--- config.mk ---
export PLATFORM = sky130hd
export DESIGN_NAME = hcbp_ram
export DESIGN_NICKNAME = d
export VERILOG_FILES = /design/src/rtl/core/hcbp_ram.sv
export SDC_FILE = /design/constraint.sdc
export NUM_CORES = 1
export LEC_CHECK = 0
export BUFFER_PORTS_ARGS = -buffer_cell sky130_fd_sc_hd__clkbuf_2
export CORE_MARGIN = 5
export CORE_UTILIZATION = 50
export DETAILED_ROUTE_END_ITERATION = 10
export GPL_TIMING_DRIVEN = 0
export PLACE_DENSITY = 0.66
export SYNTH_ARGS = -nofsm -noshare
export SYNTH_HDL_FRONTEND = slang
export SYNTH_SLANG_ARGS = --single-unit
--- constraint.sdc ---
create_clock -name clk_i -period 3.8 [get_ports clk_i]
set_clock_uncertainty 0.15 [all_clocks]
set_input_delay 0.76 -clock clk_i [delete_from_list [all_inputs] [get_ports clk_i]]
set_output_delay 0.76 -clock clk_i [all_outputs]
set_load 0.02 [all_outputs]
--- src/rtl/core/hcbp_ram.sv ---
// Generic single-port-write, single-port-read RAM with registered read data.
// No dependencies.
module hcbp_ram #(
  parameter int Width = 8,
  parameter int Depth = 16
) (
  input  logic                     clk_i,
  input  logic                     we_i,
  input  logic [$clog2(Depth)-1:0] waddr_i,
  input  logic [Width-1:0]         wdata_i,
  input  logic                     re_i,
  input  logic [$clog2(Depth)-1:0] raddr_i,
  output logic [Width-1:0]         rdata_o
);

  logic [Width-1:0] mem_q [Depth];
  logic [Width-1:0] rdata_q;

  // Write port
  always_ff @(posedge clk_i) begin
    if (we_i) begin
      mem_q[waddr_i] <= wdata_i;
    end
  end

  // Registered read, hold data while not enabled
  always_ff @(posedge clk_i) begin
    if (re_i) begin
      rdata_q <= mem_q[raddr_i];
    end
  end

  assign rdata_o = rdata_q;

endmodule

==> metrics, run 1 <==
outcome finished, final reports clean; post-synthesis mux area share 14.79%; DRT Wirelength 9498 µm; Clock Path Buffers 2; port bufs 25; GRT Residual Overflow 0; average wire per standard cell 22.40 µm; clk_lat worst skew 0.52 ns; initial antenna violation count 0; maximum capacitance violations 0; CTS Buf Count 17; area grow syn2layout 16.95%; post-CTS resize count 0; Pwr per Cell Area 560.0 mW/mm²; Adder-Cell Fraction of Synth Area 0%; # diodes 0; TritonCTS clock tree done; Die W 112.3 µm; Hold-fix buffers, CTS 0; initial core utilization 50.86%; CTS Root Buffer Type clkbuf_8; share of layout cells above drive strength 1 29.86%; Max stage delay on crit path 0.95 ns; WP data required 3.77 ns; Setup Slack @ Placement 0.8744 ns; final setup fails 0; reg2reg path depth 3; Simple-Gate Fraction of Synth Area 3.135%; total track usage 16.52%; post-CTS setup buffer count 0; DIE AREA 0.01260 mm²; f_max 419.1 MHz; VDD IR-drop max 0.2598 mV; antenna viol nets, final 0; largest net degree at the start of global routing 17; Gate Count Post-Synth 229; Unique masters post-synth 18; Seq/Total Area, Yosys 78.12%; max-slew violation count 0; leading post-synthesis cells by cell area edfxtp_1 (78%), mux4_2 (7.8%), mux4_1 (7.0%), a22oi_1 (2.3%), nor2_1 (0.93%); combinational family with the most area after synthesis multiplexers; RSZ-0062 raised after global routing no; Hold Path Class input pin to flip-flop; reg2reg setup slack 2.05 ns; Fin Setup TNS 0 ns; Slew @ Worst Pin 1.223 ns; critical path class input pin to flip-flop; Synth Cell Area 0.005228 mm²; Compound-Gate Fraction of Synth Area 2.298%; Ports 27; worst setup margin 1.414 ns; drt first-iter violations 190; routed vias 2401; launch point of the worst reg-to-reg path mem_q[6][0]$_DFFE_PP_; placer's final routability congestion estimate 0.7385; Yosys warning count 0; Tmin final 2.386 ns; xor/xnor share of the synthesized area 0%; Critical Path AT 2.36 ns; RR Endpoint rdata_o[0]$_DFFE_PP_; Synth area leader edfxtp_1; critical path peak fanout 8; row count 37; leakage 2.042 nW; fin nets 294; Rel. slew slack 17.84%; final hold viol count 0; #FFs+latches synth 136; core area 0.01028 mm²; First-pass DRT Iterations 4; crit-path cells clkbuf_2 -> or3b_2 -> nor3_1; hold path endpoint rdata_o[7]$_DFFE_PP_; Yosys top cell area share 78.12%; htree depth 4; crit path launch type input pin; fin crit share 62.79%; hold path start re_i; mean post-synth cell area 22.83 µm²; first-pass GRT wire length 14700 µm; vias per cell 5.663; Die H 112.3 µm; cell depth of the worst hold path 1; Bufs and invs on worst path 1; Top delay family on crit path simple AND/OR/NAND/NOR gates; # DRC 0; Finished Core Util 59.48%; Clock transition at path regs 0.06 ns; Slowest cell on crit path nor3_1; Synth Net Count 248; post-DP HPWL 6133 µm; CTS Sinks 136; vias in the first global route 2506; CP Capture Type flip-flop
worst register-to-register path, delay by kind of cell, from the launching register on:
kind             cells  cell delay (ns)
multiplexers         1             0.54
flip-flops           1             0.37
AO/OA/AOI/OAI        1             0.32
AND/OR/NAND/NOR      1             0.11
worst max path at each step:
stage | startpoint | slack, ns | end | depth (start not counted)
after floorplan | waddr_i[2] | 1.40 | mem_q[0][0]$_DFFE_PP_ | 2
after global placement | waddr_i[2] | 0.82 | mem_q[0][4]$_DFFE_PP_ | 3
after detailed placement | waddr_i[2] | 0.87 | mem_q[0][0]$_DFFE_PP_ | 3
after CTS | waddr_i[2] | 1.43 | mem_q[0][0]$_DFFE_PP_ | 3
after global routing | waddr_i[2] | 1.35 | mem_q[0][7]$_DFFE_PP_ | 3
final | waddr_i[2] | 1.41 | mem_q[0][4]$_DFFE_PP_ | 3
power breakdown:
part / total (W) / switching (W) / internal (W)
Sequential: 0.00170 / 0.00000729 / 0.00169
Clock: 0.00156 / 0.000572 / 0.000989
Combinational: 0.000164 / 0.0000987 / 0.0000651
sequential cells by signal (all words and copies together) (netlist names):
name,cells
mem_q,128
rdata_o,8
cells in the final DEF (no fill, tap or decap), drive strengths merged:
cell	n
and2	1
clkinvlp	4
clkinv	7
nor2b	1
nor2	13
clkdlybuf4s25	3
nor3	4
buf	7
bufinv	3
clkbuf	45
nand2	9
mux4	32
a22oi	16
edfxtp	136
and2b	1
nand3b	2
nand3	1
or3b	1
nand2b	2
routing by layer:
layer	global-route usage (%)	part of all wire [%]	vias up	routed length (µm)
met5	0	0	-	0
met4	7.051	1.6	0	153
met3	5.391	7.0	11	663
met2	25.19	50	92	4793
met1	22.09	41	1222	3887
li1	-	-	1076	-
stage by stage:
step                hold WS, ns  power, W  std cells  cell area, µm²
floorplan                0.5548  0.001823        229            5228
global placement         0.5833  0.001889        390            5523
detailed placement       0.5910  0.001895        390            5523
CTS                      0.4152  0.003455        422            6098
global route             0.4337  0.003546        424            6113
finish                   0.4494  0.003423        424            6113
synth_stat cells, drive strengths merged:
cell type / n
a22oi: 16
and2: 1
and2b: 1
buf: 7
clkdlybuf4s25: 3
edfxtp: 136
mux4: 32
nand2: 9
nand2b: 2
nand3: 1
nand3b: 2
nor2: 13
nor2b: 1
nor3: 4
or3b: 1
area by class of cell:
type	instances	area (µm²)
clock buffers	18	417.9
well taps	136	170.2
repair buffers	27	140.1
plain buffers	10	86.33
fillers	732	4164
clock inverters	14	157.7
multi-input cells	83	1057
flip-flops and latches	136	4084
cells by family (layout without fill, tap and decap cells):
kind of cell	count (synthesis)	count (layout)
muxes	32	32
and+or+nand+nor	35	35
buffers and inverters	10	69
AOI/OAI and AO/OA	16	16
DFF	136	136
(Power assumes the default switching activity.)
==> run 2, diff against run 1 <==
- ABC_AREA: default -> 1
- clock period: 3.8 -> 2.3 ns (I/O delays scaled with it)
==> run 2 against run 1 <==
Effect of this change: core utilization down 1.6 points; die area up 11%; hold slack worse by 0.19 ns; cell count up 75%; combinational power up 130%; critical path depth unchanged; non-clock buffer count up 10; sequential share of layout area down 5.0 points; register-to-register slack worse by 1.0 ns; worst setup slack worse by 0.79 ns; sequential power up 65%; largest power group unchanged; highest routed layer unchanged.
==> metrics, run 2 <==
combinational family with the most area after synthesis simple AND/OR/NAND/NOR gates; Die H 118.1 µm (+5.2%); total track usage 20.44% (+3.9 points); Largest register FFs 128 (unchanged); area grow syn2layout 13.08%; Yosys top cell area share 69.85% (-8.3 points); mean post-synth cell area 10.61 µm² (-54%); ys flop type edfxtp_1; RSZ-0062 raised after global routing no; switching power 0.001187 W (+75%); #FFs+latches synth 136 (unchanged); initial core utilization 51.21% (+0.34 points); Critical Path AT 1.56 ns (-0.80 ns); reg2reg setup slack 1.00 ns (-1.05 ns); Top delay family on crit path simple AND/OR/NAND/NOR gates; max-slew violation count 0 (unchanged); top cells by count, synth nand2_1 (173), edfxtp_1 (136), inv_1 (100), nand3_1 (97), nor2_1 (17); post-placement cell area 0.006141 mm² (+11%); DIE AREA 0.01396 mm² (+11%); largest net degree at the start of global routing 17 (unchanged); Clock transition at path regs 0.05 ns (about the same); placer's final routability congestion estimate 0.8879 (+20%); core area 0.01142 mm² (+11%); Synth Net Count 570 (+130%); hold path start re_i; commonest non-fill, non-tap cell in the layout nand2_1; row count 39 (+5.4%); non-filler cells, final 744 (+75%); Yosys warning count 0 (unchanged); RR Endpoint rdata_o[1]$_DFFE_PP_; Ports 27 (unchanged); sequential power share 52.0% (+2.4 points); GRT Residual Overflow 0 (unchanged); Setup Slack @ Placement 0.1820 ns (-0.6925 ns); design area 0.006611 mm² (+8.1%); post-CTS resize count 0 (unchanged); Post-synth ARST share 0% (unchanged); outcome finished, final reports clean; Tmin final 1.673 ns; post-synthesis mux area share 0% (-15 points); crit-path cells clkbuf_2 -> nand3b_1 -> nor2_1; Max stage delay on crit path 0.74 ns (-0.21 ns); share of layout cells above drive strength 1 11.81% (-18 points); Synth area leader edfxtp_1; post-DP HPWL 9172 µm (+50%); crit path launch type input pin; VDD IR-drop max 0.5011 mV (+93%); Final Power 0.005406 W (+58%); Pwr per Cell Area 817.6 mW/mm² (+46%); first-pass GRT wire length 21160 µm (+44%); switching part of the total 21.95% (+2.1 points); Slew @ Worst Pin 0.9725 ns (-0.2505 ns); Rel. slew slack 34.93% (+17 points); Top reg by flops mem_q; Clk pwr share 41.2% (-4.4 points); leakage 2.869 nW (+40%); WP data required 2.18 ns (-1.59 ns); initial antenna violation count 0 (unchanged); port bufs 23 (-8.0%); CTS Root Buffer Type clkbuf_16; CP Capture Type flip-flop; htree depth 4 (unchanged); Fin Setup TNS 0 ns (unchanged); reg2reg path depth 6 (+3); critical path peak fanout 8 (unchanged); f_max 597.9 MHz; DRT Wirelength 13710 µm (+44%); Seq/Total Area, Yosys 69.85% (-8.3 points); Fillers 993 (+36%); clk_lat worst skew 0.41 ns (-0.11 ns); Logic pwr share 6.8% (+2.0 points); Internal 0.004219 W (+54%); hold path endpoint rdata_o[1]$_DFFE_PP_; First-pass DRT Iterations 4 (unchanged); Clock Path Buffers 2 (unchanged); Unique masters post-synth 11 (-7); antenna viol nets, final 0 (unchanged); worst setup margin 0.6273 ns (-0.7867 ns); Bufs and invs on worst path 1 (unchanged); vias per cell 5.117 (-9.6%); Hold Path Class input pin to flip-flop; Post-synth EDFFs 136 (unchanged); average wire per standard cell 18.43 µm (-18%); drt first-iter violations 366 (+93%); post-CTS setup buffer count 0 (unchanged); Die W 118.1 µm (+5.2%); fin nets 612 (+110%); Adder-Cell Fraction of Synth Area 0% (unchanged); Compound-Gate Fraction of Synth Area 0% (-2.3 points); final hold viol count 0 (unchanged); maximum capacitance violations 0 (unchanged); launch point of the worst reg-to-reg path mem_q[13][1]$_DFFE_PP_; dominant cell by count in the synthesized netlist nand2_1; commonest non-fill, non-tap cells in the layout nand2_1 (173), edfxtp_1 (136), inv_1 (100); TritonCTS clock tree done; routed vias 3807 (+59%); # diodes 0 (unchanged); Synth Cell Area 0.005847 mm² (+12%); Slowest cell on crit path nor2_1; Hold-fix buffers, CTS 0 (unchanged); leading post-synthesis cells by cell area edfxtp_1 (70%), nand2_1 (11%), nand3_1 (8.3%), inv_1 (6.4%), buf_6 (1.2%); fin crit share 72.72%; Gate Count Post-Synth 551 (+140%); vias in the first global route 3712 (+48%); final setup fails 0 (unchanged); cell depth of the worst hold path 1 (unchanged); xor/xnor share of the synthesized area 0% (unchanged); CTS Buf Count 17 (unchanged); # DRC 0 (unchanged); dpl cells 717 (+84%); critical path class input pin to flip-flop; CTS Sinks 136 (unchanged); Simple-Gate Fraction of Synth Area 20.76% (+18 points)
run 2: cell types whose count changed after synthesis, sizes merged, moves of 3 or more:
| cell | change |
|---|---|
| nand2 | +164 |
| nand3 | +96 |
| buf | +17 |
| nor3 | -4 |
| mux4 | -32 |
| a22oi | -16 |
| inv | +102 |
| clkdlybuf4s25 | -3 |
| nor2 | +4 |
run 2: cells by family after synthesis:
kind of cell | Yosys count
buffers and inverters | 126
DFF | 136
and+or+nand+nor | 289
run 2: per-layer routing:
metal,wire [µm],up-vias,track usage [%]
met5,0,-,0
met2,6237,165,30.34
met4,256,0,7.957
li1,-,1862,-
met1,5993,1758,28.84
met3,1221,22,5.540
run 2: area by class of cell:
class                           count  area (µm²)  area share, %
Multi-Input combinational cell    289        1214          18.36
Buffer                             24       166.4          2.517
Tap cell                          143       178.9          2.706
Clock inverter                      8       37.54         0.5678
Clock buffer                       19       432.9          6.548
Inverter                          102       382.9          5.791
Sequential cell                   136        4084          61.77
Timing Repair Buffer               23       115.1          1.741
run 2: worst max path at each step:
| stage | start | end | slack, ns | depth (start not counted) |
|---|---|---|---|---|
| after floorplan | waddr_i[2] | mem_q[10][0]$_DFFE_PP_ | 0.74 | 2 |
| after global placement | waddr_i[3] | mem_q[5][1]$_DFFE_PP_ | 0.22 | 3 |
| after detailed placement | waddr_i[3] | mem_q[4][1]$_DFFE_PP_ | 0.18 | 3 |
| after CTS | waddr_i[3] | mem_q[4][1]$_DFFE_PP_ | 0.62 | 3 |
| after global routing | waddr_i[3] | mem_q[4][6]$_DFFE_PP_ | 0.58 | 3 |
| final | waddr_i[3] | mem_q[4][4]$_DFFE_PP_ | 0.63 | 3 |
run 2: power by group through the flow:
stage | Combinational, W | Sequential, W | Clock (W)
floorplan | 0.000196 | 0.00287 | 0
global placement | 0.000361 | 0.00286 | 0
detailed placement | 0.000366 | 0.00286 | 0
CTS | 0.000369 | 0.00281 | 0.00225
global route | 0.000407 | 0.00281 | 0.00238
finish | 0.000369 | 0.00281 | 0.00223
run 2: stage by stage:
stage	utilization (%)	hold slack (ns)
3_3_place_gp	53.78	0.6264
5_1_grt	57.90	0.2727
3_5_place_dp	53.78	0.6278
2_1_floorplan	-	0.4089
6_report	57.90	0.2556
4_1_cts	57.90	0.2602
==> run 3, diff against run 2 <==
- ABC_AREA: 1 -> 0
- clock period: 2.3 -> 1.55 ns (I/O delays scaled with it)
==> run 3 against run 2 <==
Effect of this change: the run now ends with setup timing left; sequential cell count did not move; sequential power up 48%; register-to-register slack lost 1.0 ns; clock-buffer cell count decreased by 2; via count shrank 37%.
==> metrics, run 3 (same netlist as run 1, synthesis figures left out) <==
crit path launch type flip-flop; vias per cell 5.656 (+11%); Critical Path AT 1.70 ns (+0.14 ns); Finished Core Util 60.30% (+2.4 points); placer's final routability congestion estimate 0.7259 (-18%); area grow syn2layout 18.55%; Clock Path Buffers 2 (unchanged); leakage 2.006 nW (-30%); row count 37 (-5.1%); reg2reg path depth 3 (-3); CTS Sinks 136 (unchanged); Die H 112.3 µm (-5.0%); vias in the first global route 2381 (-36%); Tmin final 1.585 ns; failing checks setup timing; design area 0.006197 mm² (-6.3%); commonest non-fill, non-tap cell in the layout edfxtp_1; share of layout cells above drive strength 1 40.91% (+29 points); port bufs 25 (+8.7%); initial core utilization 50.86% (-0.34 points); DIE AREA 0.01260 mm² (-9.7%); post-placement cell area 0.005544 mm² (-9.7%); Die W 112.3 µm (-5.0%); f_max 630.8 MHz; CTS Buf Count 17 (unchanged); htree depth 4 (unchanged); clk_lat worst skew 0.52 ns (+0.11 ns); WHS 0.09734 ns (-0.1583 ns); Hold Path Class input pin to flip-flop; Pwr per Cell Area 1384 mW/mm² (+69%); Rel. slew slack 41.86% (+6.9 points); average wire per standard cell 22.77 µm (+24%); Fillers 724 (-27%); fin crit share 102.3%; outcome finished, violations left; area of the multi-input gates 0.001101 mm² (-9.3%); WP data required 1.66 ns (-0.52 ns); Top reg by flops mem_q; cell depth of the worst hold path 1 (unchanged); largest net degree at the start of global routing 17 (unchanged); final setup fails 3 (+3); initial antenna violation count 0 (unchanged); CTS Root Buffer Type clkbuf_8; first-pass GRT wire length 14520 µm (-31%); Ports 27 (unchanged); max-slew violation count 0 (unchanged); CP Capture Type flip-flop; routed vias 2387 (-37%); First-pass DRT Iterations 5 (+1); VDD IR-drop max 0.8882 mV (+77%); drt first-iter violations 186 (-49%); core area 0.01028 mm² (-10%); worst setup margin -0.03535 ns (-0.6627 ns); DRT Wirelength 9609 µm (-30%); final hold viol count 0 (unchanged); antenna viol nets, final 0 (unchanged); TritonCTS clock tree done; Largest register FFs 128 (unchanged); critical path class flip-flop to flip-flop; flip-flop and latch area 0.004084 mm² (unchanged); commonest non-fill, non-tap cells in the layout edfxtp_1 (136), mux4_2 (32), clkbuf_2 (25); Slew @ Worst Pin 0.8690 ns (-0.1035 ns); total track usage 16.27% (-4.2 points); post-DP HPWL 6061 µm (-34%); fin nets 293 (-52%); # diodes 0 (unchanged); critical path peak fanout 1 (-7); maximum capacitance violations 0 (unchanged); RSZ-0062 raised after global routing yes; non-filler cells, final 422 (-43%); GRT Residual Overflow 0 (unchanged); dpl cells 390 (-46%); Clock transition at path regs 0.06 ns (about the same); # DRC 0 (unchanged)
[run 3: power breakdown]
| group | switching, W | leakage, nW | internal, W |
|---|---|---|---|
| registers | 0.0000189 | 1.24 | 0.00414 |
| clock network | 0.00151 | 0.275 | 0.00245 |
| logic | 0.000264 | 0.494 | 0.000186 |
[run 3: area by class of cell]
| class | count | area share (%) |
|---|---|---|
| clock inverter | 14 | 2.786 |
| buffer | 10 | 1.938 |
| clock buffer | 17 | 6.683 |
| multi-input combinational | 83 | 17.77 |
| tap | 136 | 2.746 |
| timing repair buffer | 26 | 2.181 |
| sequential | 136 | 65.90 |
[run 3: repair_timing]
action,4_1_cts,5_1_grt
hold endpoints to repair,8,0
pin swaps,4,3
gates resized for setup,7,6
hold buffers,1,0
setup endpoints to repair,8,8
setup buffers,0,0
[run 3: critical path, cell delays in order, from the launching register on]
cell and delay (ns):
edfxtp_1 0.36, mux4_2 0.49, a22oi_2 0.23, nand2_1 0.10
[run 3: final timing paths]
kind	from	slack, ns	to
min reg2reg	mem_q[10][2]$_DFFE_PP_	0.61	rdata_o[2]$_DFFE_PP_
max	mem_q[3][0]$_DFFE_PP_	-0.04	rdata_o[0]$_DFFE_PP_
min	wdata_i[6]	0.1	mem_q[14][6]$_DFFE_PP_
max reg2reg	mem_q[3][0]$_DFFE_PP_	-0.04	rdata_o[0]$_DFFE_PP_
[run 3: through the flow]
step / total power [W] / setup WS (ns) / setup TNS (ns)
4_1_cts: 0.008608 / -0.03793 / -0.1685
2_1_floorplan: 0.004491 / -0.1104 / -0.9760
3_3_place_gp: 0.004660 / -0.4281 / -41.27
6_report: 0.008577 / -0.03535 / -0.07057
5_1_grt: 0.008813 / -0.04796 / -0.2695
3_5_place_dp: 0.004671 / -0.4132 / -41.83
[run 3: per-layer routing]
layer  part of all wire, %  track usage (%)
met5                     0                0
met1                    43            23.01
met4                   1.5            6.490
met2                    48            24.43
met3                   7.4            4.259
